File: src/rtl/core/strided_tensor_sum_reduce_unit_assert.svh
// assertion macros for the strided tensor sum reduce unit
`ifndef STRIDED_TENSOR_SUM_REDUCE_UNIT_ASSERT_SVH
`define STRIDED_TENSOR_SUM_REDUCE_UNIT_ASSERT_SVH

// same-cycle implication, checked on clk, off during rst
`define STSR_ASSERT_NOW(lbl, ante, cons, msg) \
  lbl: assert property (@(posedge clk) disable iff (rst) (ante) |-> (cons)) \
    else $error(msg);

// next-cycle implication, checked on clk, off during rst
`define STSR_ASSERT_NEXT(lbl, ante, cons, msg) \
  lbl: assert property (@(posedge clk) disable iff (rst) (ante) |=> (cons)) \
    else $error(msg);

`endif

File: src/rtl/core/stsr_pkg.sv
// shared types and constants of the strided tensor sum reduce unit
package stsr_pkg;

  localparam int PACK_DIMS = 4;
  localparam int IDX_W     = 12;
  localparam int SIZE_W    = 13;
  localparam int STRIDE_W  = 12;
  localparam int OFF_W     = 12;
  localparam int SUM_W     = 32;
  localparam int CFG_IDX_W = 3;
  localparam int CFG_DATA_W = 52;

  localparam logic [SIZE_W-1:0] IDX_LIMIT = 13'd4096;

  localparam logic REQ_WRITE   = 1'b0;
  localparam logic REQ_COMPUTE = 1'b1;

  typedef enum logic [CFG_IDX_W-1:0] {
    CFG_NUM_DIMS    = 3'd0,
    CFG_REDUCE_MASK = 3'd1,
    CFG_DIM_SIZES   = 3'd2,
    CFG_IN_STRIDES  = 3'd3,
    CFG_OUT_STRIDES = 3'd4
  } cfg_idx_t;

  typedef enum logic [1:0] {
    ST_IDLE,
    ST_BASE,
    ST_RED,
    ST_DRAIN
  } state_t;

  typedef struct packed {
    logic              req_type;
    logic [11:0]       elem_addr;
    logic signed [31:0] elem_value;
  } req_t;

  typedef struct packed {
    logic [OFF_W-1:0]        out_offset;
    logic signed [SUM_W-1:0] reduced_sum;
    logic                    last;
  } res_t;

endpackage

File: src/rtl/core/stsr_odometer.sv
// odometer step over a selected set of dimensions, highest dimension fastest
module stsr_odometer #(
  parameter int LD = 4
) (
  input  logic [stsr_pkg::IDX_W-1:0]  idx      [LD],
  input  logic [stsr_pkg::SIZE_W-1:0] size     [LD],
  input  logic [LD-1:0]               sel,
  output logic [stsr_pkg::IDX_W-1:0]  idx_next [LD],
  output logic [LD-1:0]               step,
  output logic [LD-1:0]               wrap,
  output logic                        done
);

  import stsr_pkg::*;

  always_comb begin
    logic carry;
    carry = 1'b1;
    for (int d = LD - 1; d >= 0; d--) begin
      idx_next[d] = idx[d];
      step[d]     = 1'b0;
      wrap[d]     = 1'b0;
      if (sel[d] && carry) begin
        if ((SIZE_W'(idx[d]) + SIZE_W'(1)) >= size[d]) begin
          idx_next[d] = '0;
          wrap[d]     = 1'b1;
        end else begin
          idx_next[d] = idx[d] + 1'b1;
          step[d]     = 1'b1;
          carry       = 1'b0;
        end
      end
    end
    done = carry;
  end

endmodule

File: config.mk
export PLATFORM = sky130hd
export DESIGN_NAME = stsr_odometer
export DESIGN_NICKNAME = d
export VERILOG_FILES = /design/src/rtl/core/strided_tensor_sum_reduce_unit_assert.svh /design/src/rtl/core/stsr_pkg.sv /design/src/rtl/core/stsr_odometer.sv
export SDC_FILE = /design/constraint.sdc
export NUM_CORES = 1
export LEC_CHECK = 0
export ABC_AREA = 1
export BUFFER_PORTS_ARGS = -buffer_cell sky130_fd_sc_hd__buf_2
export CORE_AREA = 2 2 109 111
export DETAILED_ROUTE_END_ITERATION = 10
export DIE_AREA = 0 0 111 113
export MAX_ROUTING_LAYER = met4
export PLACE_DENSITY = 0.61
export SYNTH_ARGS = -nofsm -noshare
export SYNTH_HDL_FRONTEND = slang
export SYNTH_SLANG_ARGS = --single-unit
File: constraint.sdc
create_clock -name vclk -period 3.45
set_input_delay 0.345 -clock vclk [all_inputs]
set_output_delay 0.345 -clock vclk [all_outputs]
set_load 0.1 [all_outputs]
==> results.tsv <==
metric	value	unit
core area	11270	um^2
final setup violation count	0	
Max Fclk	0.2981	GHz
storage element area	0	um^2
unrepaired setup endpoints after global routing	yes	
register area share after synthesis	0	%
die span in x	111	um
Yosys cell types	31	
WP data required	3110	ps
DR vias/cell	4.550	
Seq pwr share	0	%
Synth top area share	21.07	%
top cells by area, synth	ha_1 (21%), nand2_1 (18%), inv_1 (18%)	
io pins	161	
Slew Limit Fails	0	
Routability Congestion	0.9204	
ANT nets after route	0	
WL met1	5.115	mm
post-synthesis area per instance	5.355	um^2
switching portion of total power	62.65	%
Max Used Layer	met4	
sequential cell count	0	
Hold WS	1076	ps
final hold vios	0	
Net Count, Synth	781	
Vias	4377	
Area after DPL	5552	um^2
Power Density	227.3	nW/um^2
final worst setup slack	95.76	ps
most numerous cell in the Yosys netlist	nand2_1	
global-route usage over all layers	16.87	%
CP Capture Type	primary output	
cell area after synthesis	3326	um^2
drt first pass iters	4	
Gate Count Post-Synth	621	
P_int	0.5307	mW
DIE AREA	12540	um^2
DRC Markers	0	
Cell Rows	39	
largest family of logic cells by synthesized area	simple AND/OR/NAND/NOR gates	
initial antenna violation count	0	
CLK BUF	0	
Worst Hold Depth	4	
DRT Wirelength	11.42	mm
Tmin final	3354	ps
WL per Instance	11.87	um
LEAKAGE	3.391	nW
combinational cell fraction of total power	100.0	%
Fin Setup TNS	0	ps
Setup CP Type	input pin to primary output	
metal2 WL	5.726	mm
vias in the first global route	4222	
total gr overflow	0	
outcome	finished, final reports clean	
first-pass GRT wire length	18.14	mm
Area Overhead vs Synth	88.00	%
Synth Area in Compound Gates	10.68	%
Net Sw Power	0.8903	mW
Synth area leader	ha_1	
Setup WS pre-CTS	-129.7	ps
initial drt markers	131	
nets	981	
Startpoint Class	input pin	
Simple-Gate Fraction of Synth Area	41.08	%
Commonest cells post-synth	nand2_1 (158), inv_1 (157), ha_1 (56), nor2_1 (54), nand3_1 (35)	
Port Buffer Count	161	
Syn. warnings	0	
post-synthesis mux area share	0	%
Rel. slew slack	75.75	%
clock share of power	0	%
Pwr Total	1.421	mW
XOR/XNOR share of the synthesized area	7.374	%
slew at the pin with the worst max-slew slack	363.8	ps
Final Cell Area	6252	um^2
Starting Density	29.50	%
Crit Path Max Fanout	6	
DP Wirelength	9.184	mm
CP Data Arrival Time	3010	ps
number of max-cap violations	0	
Worst Setup SP	idx[0]	
worst vdd ir	0.1603	mV
fin crit share	97.22	%
pin count of the biggest net entering global routing	15	
hold path start	idx[25]	
area share of fa/ha/maj cells after synthesis	21.07	%
Inserted Diodes	0	
proportion of layout cells with a drive suffix above 1	41.51	%
Die Ht	113	um
wire length on met3	510	um
Hold Path Class	input pin to primary output	
-- critical path: stages --
cell	delay (ps)
buf_8	80
ha_4	140
nand2_4	50
nor2_4	80
nand4_1	120
buf_4	160
buf_4	140
nand2_1	90
inv_1	50
ha_1	280
nand2_1	90
nor2_2	110
nand2_1	60
o21bai_4	180
nand3_4	130
nand2_4	80
buf_6	120
nor2_4	160
clkbuf_16	180
nand3_1	90
nand2_2	110
buf_12	180
-- cell type report --
| type | count | area (um^2) |
|---|---|---|
| Timing Repair Buffer | 208 | 2182 |
| Tap cell | 143 | 178.9 |
| Inverter | 157 | 596.8 |
| Fill cell | 1068 | 5020 |
| Multi-Input combinational cell | 454 | 3294 |
-- cells by family (layout without fill, tap and decap cells) --
logic type	count (synthesis)	in the layout
and+or+nand+nor	305	305
buffers and inverters	167	365
AOI/OAI and AO/OA	65	65
adders and majority gates	56	56
xor gates and xnor gates	28	28
-- through the flow --
step           util (%)  std cells
2_1_floorplan         -        621
3_3_place_gp      49.25        943
3_5_place_dp      49.25        943
4_1_cts           51.09        954
5_1_grt           55.47        962
6_report          55.47        962
-- placed cells by master (no fill, tap or decap), drive strengths merged, types with 2 or more instances in the layout --
cell type  count
xor2          27
nand3b         4
clkinvlp       2
buf          206
nor3          16
nor2          63
clkbuf         2
inv          155
o21bai         2
o22ai          7
nor4           2
o31ai          2
nand3         37
o21ai         32
a21oi         19
ha            56
nand4         13
nand2        169
-- power by group through the flow --
stage | clock (mW) | combinational [mW] | sequential [mW]
floorplan | 0 | 0.827 | 0
global placement | 0 | 1.31 | 0
detailed placement | 0 | 1.31 | 0
CTS | 0 | 1.35 | 0
global route | 0 | 1.51 | 0
finish | 0 | 1.42 | 0
-- final timing paths --
kind / to / slack, ps
setup / recovery: idx_next[47] / 100
hold / removal: idx_next[25] / 1080
-- per-layer routing --
metal / GRT usage [%] / vias to the layer above
met4: 0.6667 / 0
met2: 29.61 / 119
met1: 22.57 / 1927
met5: - / -
li1: - / 2323
met3: 1.178 / 8
-- what timing repair did --
item	in CTS	in global routing
pin swaps	19	49
gates resized for setup	21	91
setup endpoints to repair	27	54
gates cloned	1	1
setup buffers	10	7
hold buffers	0	0
(Power assumes the default switching activity.)
